### config.mk
export PLATFORM = sky130hd
export DESIGN_NAME = admin_session_sequencer_core
export DESIGN_NICKNAME = d
export VERILOG_FILES = /design/src/ass_pkg.sv /design/src/ass_cfg_regs.sv /design/src/ass_step.sv /design/src/admin_session_sequencer_core.sv
export VERILOG_INCLUDE_DIRS = /design/src /design/src/src
export SDC_FILE = /design/constraint.sdc
export NUM_CORES = 1
export LEC_CHECK = 0
export ABC_AREA = 1
export ABC_CLOCK_PERIOD_IN_PS = 3400
export BUFFER_PORTS_ARGS = -buffer_cell sky130_fd_sc_hd__buf_4
export CORE_MARGIN = 3
export CORE_UTILIZATION = 35
export CTS_CLUSTER_DIAMETER = 100
export DETAILED_ROUTE_END_ITERATION = 7
export PLACE_DENSITY = 0.59
export SYNTH_ARGS = -nofsm -noshare
export SYNTH_HDL_FRONTEND = slang
export SYNTH_SLANG_ARGS = --single-unit
### constraint.sdc
create_clock -name clk_i -period 3.4 [get_ports clk_i]
set_input_delay 0 -clock clk_i [delete_from_list [all_inputs] [get_ports clk_i]]
set_output_delay 0 -clock clk_i [all_outputs]
set_load 0.005 [all_outputs]
### src/admin_session_sequencer_core_assert.svh
// ----------------------------------------------------------------------------
// Assertion macros for the admin session sequencer core
// Clocked, reset-qualified property checks used by the sequencer core.
// ----------------------------------------------------------------------------
`ifndef ADMIN_SESSION_SEQUENCER_CORE_ASSERT_SVH
`define ADMIN_SESSION_SEQUENCER_CORE_ASSERT_SVH

// Same-cycle implication, checked on the rising edge outside reset.
`define ASS_ASSERT_IMPL(lbl, ante, cons, msg) \
  lbl: assert property (@(posedge clk_i) disable iff (!rst_ni) (ante) |-> (cons)) \
    else $error(msg);

// Next-cycle implication, checked on the rising edge outside reset.
`define ASS_ASSERT_NEXT(lbl, ante, cons, msg) \
  lbl: assert property (@(posedge clk_i) disable iff (!rst_ni) (ante) |=> (cons)) \
    else $error(msg);

`endif

### src/ass_pkg.sv
// ----------------------------------------------------------------------------
// Admin session sequencer package
// Types and constants shared by the sequencer modules.
// ----------------------------------------------------------------------------
`timescale 1ns / 1ps

package ass_pkg;

  localparam int unsigned CfgIdxW = 2;

  localparam logic [9:0] SEND_TIMEOUT_MS   = 10'd1000;
  localparam logic [9:0] ZERO_DLY_WINDOW_MS = 10'd30;

  typedef enum logic [CfgIdxW-1:0] {
    CFG_RX_DELAY   = 2'd0,
    CFG_RX_LENGTH  = 2'd1,
    CFG_RESP_DELAY = 2'd2
  } cfg_idx_e;

  typedef enum logic [2:0] {
    PH_DISABLED = 3'd0,
    PH_IDLE     = 3'd1,
    PH_WAIT_RX  = 3'd2,
    PH_LISTEN   = 3'd3,
    PH_WAIT_TX  = 3'd4,
    PH_SENDING  = 3'd5
  } phase_e;

  typedef enum logic [2:0] {
    ACT_NONE        = 3'd0,
    ACT_SEND_DATA   = 3'd1,
    ACT_SEND_RSP    = 3'd2,
    ACT_LISTEN      = 3'd3,
    ACT_START_TIMER = 3'd4,
    ACT_STOP_TIMER  = 3'd5
  } action_e;

  typedef struct packed {
    logic evt_init;
    logic evt_close;
    logic evt_open;
    logic evt_resp_ready;
    logic evt_delay_expired;
    logic evt_recv_done;
    logic evt_send_done;
    logic evt_timeout;
    logic set_bypass;
    logic service_failed;
  } ass_in_t;

  typedef struct packed {
    logic        flag_error;
    logic        flag_complete;
    logic        flag_timeout;
    logic        flag_data_sent;
    logic        flag_rsp_sent;
    logic        flag_cmd_recv;
    logic        flag_out_date;
    logic [2:0]  action;
    logic [10:0] action_seconds;
    logic [9:0]  action_millis;
    logic [2:0]  session_state;
  } ass_out_t;

  typedef struct packed {
    logic [7:0] rx_delay;
    logic [7:0] rx_length;
    logic [7:0] resp_delay;
  } ass_cfg_t;

  typedef struct packed {
    phase_e phase;
    logic   resp_pending;
    logic   resp_ready;
    logic   skip_cmd;
  } ass_state_t;

endpackage

### src/ass_cfg_regs.sv
// ----------------------------------------------------------------------------
// Admin session sequencer configuration registers
// Holds the receive delay, receive length and response delay settings.
// ----------------------------------------------------------------------------
`timescale 1ns / 1ps

module ass_cfg_regs (
  input  logic                          clk_i,
  input  logic                          rst_ni,
  input  logic                          cfg_valid_i,
  output logic                          cfg_ready_o,
  input  logic [ass_pkg::CfgIdxW-1:0]   cfg_index_i,
  input  logic [7:0]                    cfg_data_i,
  output ass_pkg::ass_cfg_t             cfg_o
);
  import ass_pkg::*;

  ass_cfg_t cfg_q;
  ass_cfg_t cfg_d;

  // Writes never wait.
  assign cfg_ready_o = 1'b1;

  always_comb begin
    cfg_d = cfg_q;
    if (cfg_valid_i) begin
      unique case (cfg_index_i)
        CFG_RX_DELAY:   cfg_d.rx_delay   = cfg_data_i;
        CFG_RX_LENGTH:  cfg_d.rx_length  = cfg_data_i;
        CFG_RESP_DELAY: cfg_d.resp_delay = cfg_data_i;
        default:        cfg_d = cfg_q;
      endcase
    end
  end

  always_ff @(posedge clk_i or negedge rst_ni) begin
    if (!rst_ni) begin
      cfg_q <= '0;
    end else begin
      cfg_q <= cfg_d;
    end
  end

  assign cfg_o = cfg_q;

endmodule

### src/ass_step.sv
// ----------------------------------------------------------------------------
// Admin session sequencer step logic
// Next session state and the result beat for one event beat.
// ----------------------------------------------------------------------------
`timescale 1ns / 1ps

module ass_step (
  input  ass_pkg::ass_in_t    in_i,
  input  ass_pkg::ass_state_t state_i,
  input  ass_pkg::ass_cfg_t   cfg_i,
  output ass_pkg::ass_state_t state_o,
  output ass_pkg::ass_out_t   result_o
);
  import ass_pkg::*;

  ass_state_t  st;
  phase_e      prev;
  logic        f_err, f_cmp, f_tmo, f_data, f_rsp, f_cmd, f_old;
  action_e     act;
  logic [10:0] secs;
  logic [9:0]  ms;
  logic [10:0] listen_len;

  // Five times the listen unit as a shift and add.
  assign listen_len = {1'b0, cfg_i.rx_length, 2'b00} + {3'b000, cfg_i.rx_length};

  always_comb begin
    st     = state_i;
    f_err  = 1'b0;
    f_cmp  = 1'b0;
    f_tmo  = 1'b0;
    f_data = 1'b0;
    f_rsp  = 1'b0;
    f_cmd  = 1'b0;
    f_old  = 1'b0;
    act    = ACT_NONE;
    secs   = '0;
    ms     = '0;

    if (in_i.evt_init) begin
      st.resp_pending = 1'b0;
      st.resp_ready   = 1'b0;
      st.phase        = PH_IDLE;
    end
    prev = st.phase;
    if (in_i.set_bypass) st.skip_cmd = 1'b1;

    if (in_i.evt_close) begin
      act      = ACT_STOP_TIMER;
      st.phase = PH_IDLE;
      f_cmp    = 1'b1;
    end
    if (in_i.evt_resp_ready) st.resp_ready = 1'b1;

    unique case (st.phase)
      PH_IDLE: begin
        if (in_i.evt_open) begin
          st.skip_cmd     = 1'b0;
          st.resp_pending = 1'b0;
          st.resp_ready   = 1'b0;
          act             = ACT_SEND_DATA;
          ms              = SEND_TIMEOUT_MS;
          if (in_i.service_failed) begin
            st.phase = PH_IDLE;
            f_cmp    = 1'b0;
            f_err    = 1'b1;
          end else begin
            st.phase = PH_SENDING;
          end
        end
      end
      PH_WAIT_RX: begin
        if (in_i.evt_delay_expired) begin
          if (!st.skip_cmd) begin
            act  = ACT_LISTEN;
            secs = listen_len;
            if (in_i.service_failed) begin
              st.phase = PH_IDLE;
              f_cmp    = 1'b0;
              f_err    = 1'b1;
            end else begin
              st.phase = PH_LISTEN;
            end
          end else begin
            st.phase = PH_IDLE;
          end
        end
      end
      PH_LISTEN: begin
        if (in_i.evt_recv_done) begin
          f_cmd           = 1'b1;
          st.resp_pending = 1'b1;
          st.resp_ready   = 1'b0;
          act             = ACT_START_TIMER;
          if (cfg_i.resp_delay != 8'd0) begin
            secs = {3'b000, cfg_i.resp_delay};
          end else begin
            ms = ZERO_DLY_WINDOW_MS;
          end
          if (in_i.service_failed) begin
            st.phase = PH_IDLE;
            f_cmp    = 1'b0;
            f_cmd    = 1'b0;
            f_err    = 1'b1;
          end else begin
            st.phase = PH_WAIT_TX;
          end
        end
        // A failed timer start ends the step before the timeout is seen.
        if (in_i.evt_timeout && !(in_i.evt_recv_done && in_i.service_failed)) begin
          st.phase = PH_IDLE;
          f_tmo    = 1'b1;
        end
      end
      PH_WAIT_TX: begin
        if (in_i.evt_delay_expired) begin
          if (st.resp_ready) begin
            act = ACT_SEND_RSP;
            ms  = SEND_TIMEOUT_MS;
            if (in_i.service_failed) begin
              st.phase = PH_IDLE;
              f_cmp    = 1'b0;
              f_err    = 1'b1;
            end else begin
              st.phase = PH_SENDING;
            end
          end else begin
            st.phase = PH_IDLE;
            f_old    = 1'b1;
          end
        end
      end
      PH_SENDING: begin
        if (in_i.evt_send_done) begin
          if (st.resp_pending) begin
            st.phase        = PH_IDLE;
            st.resp_pending = 1'b0;
            st.resp_ready   = 1'b0;
            f_rsp           = 1'b1;
          end else begin
            if (!st.skip_cmd) begin
              act  = ACT_START_TIMER;
              secs = {3'b000, cfg_i.rx_delay};
              if (in_i.service_failed) begin
                st.phase = PH_IDLE;
                f_cmp    = 1'b0;
                f_err    = 1'b1;
              end else begin
                st.phase = PH_WAIT_RX;
              end
            end else begin
              st.phase = PH_IDLE;
            end
            f_data = 1'b1;
          end
        end
        if (in_i.evt_timeout) begin
          st.phase = PH_IDLE;
          f_tmo    = 1'b1;
        end
      end
      default: begin
        // Disabled and the unused codes ignore everything but init and close.
      end
    endcase

    if ((st.phase != prev) && (st.phase == PH_IDLE)) f_cmp = 1'b1;
  end

  assign state_o = st;

  always_comb begin
    result_o.flag_error     = f_err;
    result_o.flag_complete  = f_cmp;
    result_o.flag_timeout   = f_tmo;
    result_o.flag_data_sent = f_data;
    result_o.flag_rsp_sent  = f_rsp;
    result_o.flag_cmd_recv  = f_cmd;
    result_o.flag_out_date  = f_old;
    result_o.action         = act;
    result_o.action_seconds = secs;
    result_o.action_millis  = ms;
    result_o.session_state  = st.phase;
  end

endmodule

### src/admin_session_sequencer_core.sv
// ----------------------------------------------------------------------------
// Admin session sequencer core
// Event-driven sequencer of a radio administration session: one result beat
// with status flags and a service request for every event beat.
// ----------------------------------------------------------------------------
//  Channel | Direction | Handshake                  | Beat
//  --------+-----------+----------------------------+---------------------
//  in      | input     | in_valid_i / in_stall_o    | ass_in_t events
//  out     | output    | out_valid_o / out_stall_i  | ass_out_t result
//  cfg     | input     | cfg_valid_i / cfg_ready_o  | index + 8-bit data
//
// Each event beat yields exactly one result beat, held first in the input
// register and then in the result register. One beat is taken per cycle while
// the output does not stall, set by the single step of logic between the two.
// Reset disables the session, clears the pending, ready and bypass marks,
// and zeroes the configuration registers. A stalled output keeps its beat;
// the input register takes one more beat behind it before in_stall_o rises.
// ----------------------------------------------------------------------------
`timescale 1ns / 1ps
`include "admin_session_sequencer_core_assert.svh"

module admin_session_sequencer_core (
  input  logic                        clk_i,
  input  logic                        rst_ni,
  input  logic                        in_valid_i,
  output logic                        in_stall_o,
  input  ass_pkg::ass_in_t            in_data_i,
  output logic                        out_valid_o,
  input  logic                        out_stall_i,
  output ass_pkg::ass_out_t           out_data_o,
  input  logic                        cfg_valid_i,
  output logic                        cfg_ready_o,
  input  logic [ass_pkg::CfgIdxW-1:0] cfg_index_i,
  input  logic [7:0]                  cfg_data_i
);
  import ass_pkg::*;

  // Input register stage.
  logic       in_vld_q, in_vld_d;
  ass_in_t    in_q;

  // Result register stage.
  logic       out_vld_q, out_vld_d;
  ass_out_t   out_q;

  // Session state carried from one event beat to the next.
  ass_state_t state_q, state_d;

  ass_cfg_t   cfg;
  ass_out_t   step_res;

  logic       out_free;
  logic       step_fire;
  logic       in_take;

  ass_cfg_regs u_cfg (
    .clk_i       (clk_i),
    .rst_ni      (rst_ni),
    .cfg_valid_i (cfg_valid_i),
    .cfg_ready_o (cfg_ready_o),
    .cfg_index_i (cfg_index_i),
    .cfg_data_i  (cfg_data_i),
    .cfg_o       (cfg)
  );

  ass_step u_step (
    .in_i     (in_q),
    .state_i  (state_q),
    .cfg_i    (cfg),
    .state_o  (state_d),
    .result_o (step_res)
  );

  // The result register can load when it is empty or its beat leaves now.
  assign out_free  = !out_vld_q || !out_stall_i;
  // The buffered event is evaluated and committed when the result can load.
  assign step_fire = in_vld_q && out_free;
  // The input register is free when empty or when its beat moves on.
  assign in_stall_o = in_vld_q && !out_free;
  assign in_take    = in_valid_i && !in_stall_o;

  assign in_vld_d  = in_take || (in_vld_q && !step_fire);
  assign out_vld_d = step_fire || (out_vld_q && out_stall_i);

  always_ff @(posedge clk_i or negedge rst_ni) begin
    if (!rst_ni) begin
      in_vld_q  <= 1'b0;
      out_vld_q <= 1'b0;
      state_q   <= '{phase: PH_DISABLED, resp_pending: 1'b0,
                     resp_ready: 1'b0, skip_cmd: 1'b0};
    end else begin
      in_vld_q  <= in_vld_d;
      out_vld_q <= out_vld_d;
      if (step_fire) begin
        state_q <= state_d;
      end
    end
  end

  // Payload registers carry no reset.
  always_ff @(posedge clk_i) begin
    if (in_take) begin
      in_q <= in_data_i;
    end
    if (step_fire) begin
      out_q <= step_res;
    end
  end

  assign out_valid_o = out_vld_q;
  assign out_data_o  = out_q;

  // A failed request always leaves the session idle and drops the flags
  // that belong to a successful command, response or out-of-date step.
  `ASS_ASSERT_IMPL(a_error_idle, out_vld_q && out_q.flag_error,
    (out_q.session_state == PH_IDLE) && !out_q.flag_cmd_recv &&
    !out_q.flag_rsp_sent && !out_q.flag_out_date,
    "error result with stray flags or non-idle state")

  // The state register follows the phase reported in the newest result.
  `ASS_ASSERT_NEXT(a_state_tracks, step_fire,
    out_q.session_state == state_q.phase,
    "session state register out of step with result")

  // A session that stays disabled asks for nothing and flags nothing.
  `ASS_ASSERT_IMPL(a_disabled_quiet,
    out_vld_q && (out_q.session_state == PH_DISABLED),
    (out_q.action == ACT_NONE) && !out_q.flag_complete && !out_q.flag_error,
    "disabled session produced a request or flag")

  // Input back-pressure only when both stages hold a beat and out stalls.
  `ASS_ASSERT_IMPL(a_stall_full, in_stall_o,
    in_vld_q && out_vld_q && out_stall_i,
    "input stalled while a stage is free")

endmodule

==> results_dict.tcl, run 1 <==
set metrics [dict create \
    die_area_sq_um 11100 \
    place_inst 525 \
    end_kind "flop" \
    globalplace.congestion 0.901 \
    power_frac_clock_pct 33.8 \
    pre_cts_ws_ns 1.44 \
    power_w 0.00221 \
    regToRegStartpoint "u_cfg.cfg_o[10]$_DFFE_PN0P_" \
    placementRows 35 \
    synth_common_cells "nand2_1, edfxtp_1, inv_1" \
    drt_pass1_iterations 4 \
    tns_ns 0 \
    drv_cap 0 \
    io_pins 62 \
    grt_usage_pct 15.4 \
    synth_most_common_cell "nand2_1" \
    ys_warn_count 0 \
    cts_tree "yes" \
    synth_top_cell_by_area "edfxtp_1" \
    root_buffer "clkbuf_8" \
    port_buffers 59 \
    comb_power_share_pct 17.8 \
    area_delta_synth_final_pct 28.1 \
    synth_top_area_share_pct 32.1 \
    clk_path_buf_depth 2 \
    finalHoldViolations 0 \
    grt_pass1_vias 2650 \
    final.setup_skew_ns 0.00929 \
    start_util_pct 36.8 \
    synth.net_count 379 \
    path_buf_inv 1 \
    drv_slew 0 \
    worstPathArrival_ns 2.12 \
    reg2reg_slack_ns 1.38 \
    outcome "complete, no violations" \
    synth_area_sq_um 3460 \
    grt.overflow.total 0 \
    layout_setup_ws_ns 1.38 \
    synth.mux.area_fraction_pct 0 \
    power_density_nw_per_um2 499 \
    vias_per_cell 4.78 \
    grt_max_degree 33 \
    wl_per_cell_um 14.2 \
    startpoint_type "flop" \
    cts_buffers 9 \
    nets 460 \
    synth-edff-count 37 \
    synthTopCellsByArea "edfxtp_1, dfrtp_1, nand2_1" \
    post_cts_resized 0 \
    ys_seq_area_share_pct 55.2 \
    cts_sinks 69 \
    path_max_fanout 3 \
    slowest_delay_ns 0.39 \
    rr_worst_depth 9 \
    hpwlAfterDp_um 5980 \
    synth_ff_type "edfxtp_1" \
    ys_ff_latch 69 \
    dieWidth_um 105 \
    grt_pass1_wl_um 13500 \
    crit_type "flop to flop" \
    p_seq_share_pct 48.4 \
    holdCritPathClass "primary input to async pin" \
    synth_area_per_cell_sq_um 9.98 \
    max_freq_ghz 0.495 \
    antenna_found_initial 0 \
    path_cells "ha_1, inv_1, fa_1, o21ai_0, nand2_1, nand2_1, a21oi_1, o21ai_0, a21oi_1" \
    peakVddDrop_uv 187 \
    power_switching_w 0.000651 \
    synthSimpleGateAreaFrac_pct 21.5 \
    period_share_pct 59.4 \
    cp.depth 9 \
    timing.rr.end "out_data_o[21]$_DFFE_PP_" \
    yosysUniqueCellTypes 44 \
    p_leak_nw 2.01 \
    path_clk_slew_ns 0.09 \
    synth_top_family_by_area "simple AND/OR/NAND/NOR gates" \
    netlist_instances 347 \
    wirelength_um 7980 \
    h-tree-depth 3 \
    n_antenna_cell 0 \
    drt_iter0_drc 182 \
    synth_xor_area_share_pct 0.759 \
    vias 2685 \
    async_flop_share_pct 46.4 \
    worst_pin_slew_ns 0.546 \
    fin_cells 562 \
    crit_required_ns 3.50 \
    synth_compound_area_share_pct 12.5 \
    drc 0 \
    clock_latency_ns 0.35 \
    fin_crit_ns 2.02 \
    die_y_um 105 \
    fp.coreArea_sq_um 9420 \
    cpMaxStageDelayCell "dfrtp_1" \
    postRouteAntennaNets 0 \
    intPower_w 0.00156 \
    rsz0062_at_grt "no" \
    switching_share_pct 29.4 \
    setup-violations-final 0 \
    drive_gt1_share_pct 28.2 \
    synthAdderAreaFrac_pct 2.75 \
    path_delay_family "compound AO/OA/AOI/OAI gates" \
    slew_headroom_pct 63.5 \
]
[placed cells by master, fill, tap and decap left out, types with 4 or more instances in the layout]
master / synthesis / routed
a21oi_1: 9 / 9
a22oi_2: 6 / 6
buf_4: 8 / 60
clkbuf_8: 0 / 9
dfrtp_1: 32 / 32
dlygate4sd3_1: 0 / 21
edfxtp_1: 37 / 37
ha_1: 6 / 6
inv_1: 33 / 33
inv_4: 3 / 4
inv_6: 1 / 4
nand2_1: 74 / 74
nand2_2: 8 / 8
nand3_1: 11 / 11
nand4_1: 7 / 7
nor2_1: 24 / 24
nor2_2: 4 / 4
o21ai_0: 32 / 32
o21ai_2: 4 / 4
[cells by family (layout without fill, tap and decap cells)]
group	after synthesis	after routing
AOI/OAI and AO/OA	66	66
xor gates and xnor gates	3	3
adders and majority gates	7	7
buffers and inverters	53	139
DFF	69	69
other	2	2
and+or+nand+nor	147	147
[routing by layer]
layer	global-route usage [%]	wire length, um	part of all wire, %
met5	0	0	0
met2	22.7	3490	44
met3	2.88	400	5.0
met1	21.9	3930	49
met4	7.31	158	2.0
[power groups by stage]
stage	Clock [W]	Combinational [W]	Sequential [W]
after floorplan	0	0.000241	0.00107
after global placement	0	0.000374	0.00109
after detailed placement	0	0.000376	0.00109
after CTS	0.000760	0.000397	0.00107
after global routing	0.000792	0.000453	0.00109
final	0.000748	0.000394	0.00107
[how the worst max path moves through the flow]
stage	slack, ns	startpoint	end
after floorplan	1.57	u_cfg.cfg_o[10]$_DFFE_PN0P_	out_data_o[21]$_DFFE_PP_
after global placement	1.46	u_cfg.cfg_o[10]$_DFFE_PN0P_	out_data_o[21]$_DFFE_PP_
after detailed placement	1.44	u_cfg.cfg_o[10]$_DFFE_PN0P_	out_data_o[21]$_DFFE_PP_
after CTS	1.40	u_cfg.cfg_o[10]$_DFFE_PN0P_	out_data_o[21]$_DFFE_PP_
after global routing	1.21	u_cfg.cfg_o[8]$_DFFE_PN0P_	out_data_o[21]$_DFFE_PP_
final	1.38	u_cfg.cfg_o[10]$_DFFE_PN0P_	out_data_o[21]$_DFFE_PP_
[per-stage QoR]
stage          utilization (%)  hold WS [ns]  area [sq um]
6_report                  47.1         0.128          4440
5_1_grt                   47.1         0.172          4440
4_1_cts                   47.1         0.136          4440
3_5_place_dp              42.5       -0.0210          4000
3_3_place_gp              42.5       -0.0283          4000
2_1_floorplan                -        -0.296          3460
[flip-flops by register name, summed over array words and instances, names as in the netlist]
signal	flops
out_data_o	27
u_cfg.cfg_o	24
in_q	10
state_q	6
in_vld_q	1
out_valid_o	1
[layout make-up]
type | instances | area [sq um]
Sequential cell | 69 | 1910
Timing Repair Buffer | 81 | 661
Clock inverter | 6 | 73.8
Fill cell | 876 | 4980
Inverter | 42 | 171
Multi-Input combinational cell | 225 | 1310
Clock buffer | 10 | 149
Tap cell | 129 | 161
[worst reg2reg max path, cell delays in order (launching register included)]
cell and delay [ns]:
dfrtp_1 0.39, ha_1 0.17, inv_1 0.05, fa_1 0.39
o21ai_0 0.30, nand2_1 0.09, nand2_1 0.07, a21oi_1 0.08
o21ai_0 0.16, a21oi_1 0.06
[what timing repair did]
action / 4_1_cts / 5_1_grt
hold buffers: 21 / 0
setup buffers: 0 / 0
hold endpoints to repair: 68 / 0
(Power assumes the default switching activity.)
==> inputs of run 2 (changes only) <==
- ABC_CLOCK_PERIOD_IN_PS: 3400 -> 1800
- PLACE_DENSITY: 0.59 -> 0.61
- clock period: 3.4 -> 1.8 ns (I/O delays scaled with it)
==> run 2 against run 1 <==
Clock power rose by 86%; largest cell class unchanged; total power rose by 100%; the flow now finishes with violations (setup timing); non-clock buffer count rose by 57; fmax rose by 12%; sequential power rose by 88%; combinational power rose to 2.6 times the previous value; via count rose by 9.8%; global-route usage rose by 0.25 points; die area did not move; critical path depth did not move; sequential share of layout area fell by 5.5 points.
==> results_dict.tcl, run 2 (synthesis gave the netlist of run 1 again) <==
set metrics [dict create \
    vias_per_cell 4.75 \
    end_kind "flop" \
    worst_pin_slew_ns 0.522 \
    grt_max_degree 33 \
    violations "setup timing" \
    drt_iter0_drc 185 \
    fin_crit_ns 1.80 \
    nets 518 \
    max_freq_ghz 0.555 \
    n_antenna_cell 0 \
    worstPathArrival_ns 1.90 \
    crit_required_ns 1.90 \
    setup-violations-final 1 \
    timing.rr.end "out_data_o[32]$_SDFFCE_PP1P_" \
    layout_commonest_cell "buf_4" \
    largest_reg_flops 27 \
    grt_pass1_wl_um 13600 \
    grt_pass1_vias 2684 \
    clock_latency_ns 0.36 \
    layout_setup_ws_ns -0.00104 \
    antenna_found_initial 0 \
    hpwlAfterDp_um 6150 \
    outcome "complete, but fails checks" \
    critPathCapture "out_data_o[32]$_SDFFCE_PP1P_" \
    tns_ns -0.00104 \
    io_pins 62 \
    cts_tree "yes" \
    start_util_pct 36.8 \
    wirelength_um 8820 \
    cts_buffers 9 \
    regToRegStartpoint "in_q[9]$_DFFE_PP_" \
    startpoint_type "flop" \
    clk_path_buf_depth 2 \
    rr_worst_depth 9 \
    root_buffer "clkbuf_8" \
    port_buffers 59 \
    peakVddDrop_uv 327 \
    h-tree-depth 3 \
    drv_slew 0 \
    area_delta_synth_final_pct 47.0 \
    finalHoldViolations 0 \
    final_core_util_pct 54.1 \
    globalplace.congestion 0.946 \
    cts_sinks 69 \
    slew_headroom_pct 65.1 \
    drt_pass1_iterations 4 \
    final.setup_skew_ns 0.0158 \
    grt_usage_pct 15.7 \
    path_max_fanout 6 \
    period_share_pct 100 \
    placed_cell_area_sq_um 4280 \
    postRouteAntennaNets 0 \
    drc 0 \
    p_leak_nw 2.34 \
    placementRows 35 \
    holdCritPathClass "primary input to async pin" \
    layout_common_cells "buf_4, nand2_1, edfxtp_1, inv_1, dfrtp_1" \
    reg2reg_slack_ns -0.001 \
    power_density_nw_per_um2 869 \
    finish.instance_area_sq_um 5090 \
    drv_cap 0 \
    vias 2948 \
    wl_per_cell_um 14.2 \
    die_area_sq_um 11100 \
    dieWidth_um 105 \
    fp.coreArea_sq_um 9420 \
    crit_type "flop to flop" \
    power_w 0.00442 \
    die_y_um 105 \
    path_clk_slew_ns 0.09 \
    drive_gt1_share_pct 42.2 \
    grt.overflow.total 0 \
    setup.worst_path.start "in_q[9]$_DFFE_PP_" \
    rsz0062_at_grt "yes" \
]
-- run 2: changes by cell type in the layout (fill, tap and decap cells not counted), moves of 5 or more --
cell     delta
nor2_4      +8
buf_4      +52
o21ai_1     +5
o21ai_0     -6
nor2_1      -7
-- run 2: report_power, final --
group	total [W]	switching (W)	internal, W
Sequential	0.00201	0.000136	0.00188
Clock	0.00139	0.000647	0.000744
Combinational	0.00102	0.000519	0.000501
-- run 2: stage by stage --
stage	std cells	worst slack (ns)	hold WS, ns
5_1_grt	620	-0.124	0.153
2_1_floorplan	347	0.0427	-0.296
3_5_place_dp	560	-0.108	-0.0383
3_3_place_gp	560	-0.197	-0.0422
4_1_cts	600	0.00137	0.118
6_report	620	-0.00104	0.116
-- run 2: timing repair --
| action | in CTS | in global routing |
|---|---|---|
| setup endpoints to repair | 5 | 17 |
| cloned | 0 | 1 |
| endpoints found under the hold margin | 68 | 0 |
| hold buffers | 21 | 0 |
| buffers inserted | 3 | 19 |
| pin swaps | 3 | 17 |
| gates resized for setup | 4 | 51 |
-- run 2: worst min path at each step --
stage | endpoint | slack (ns) | cells past startpoint
2_1_floorplan | in_vld_q$_DFF_PN0_ | -0.30 | 0
3_3_place_gp | out_valid_o$_DFF_PN0_ | -0.04 | 1
3_5_place_dp | in_vld_q$_DFF_PN0_ | -0.04 | 1
4_1_cts | u_cfg.cfg_o[19]$_DFFE_PN0P_ | 0.12 | 2
5_1_grt | u_cfg.cfg_o[1]$_DFFE_PN0P_ | 0.15 | 2
6_report | u_cfg.cfg_o[2]$_DFFE_PN0P_ | 0.12 | 2
-- run 2: critical path, cell delays in order (launching register included) --
cell and delay [ns]:
edfxtp_1 0.49, nor2_4 0.18, nand2_4 0.12, inv_4 0.12, nand3_4 0.09, or2_1 0.28
nand3_2 0.10, nor2_2 0.07, nand3_2 0.07, nand2_1 0.05
-- run 2: routing by layer --
metal  wire length [um]  GRT usage [%]
met1               4120           22.9
met2               4030           23.0
met3                535           2.39
met4                132           6.75
met5                  0              0
-- run 2: layout make-up --
type,count,area [sq um]
fill,817,4330
sequential,69,1910
multi-input combinational,226,1500
timing repair buffer,138,1120
inverter,42,180
tap,129,161
clock buffer,10,149
clock inverter,6,71.3
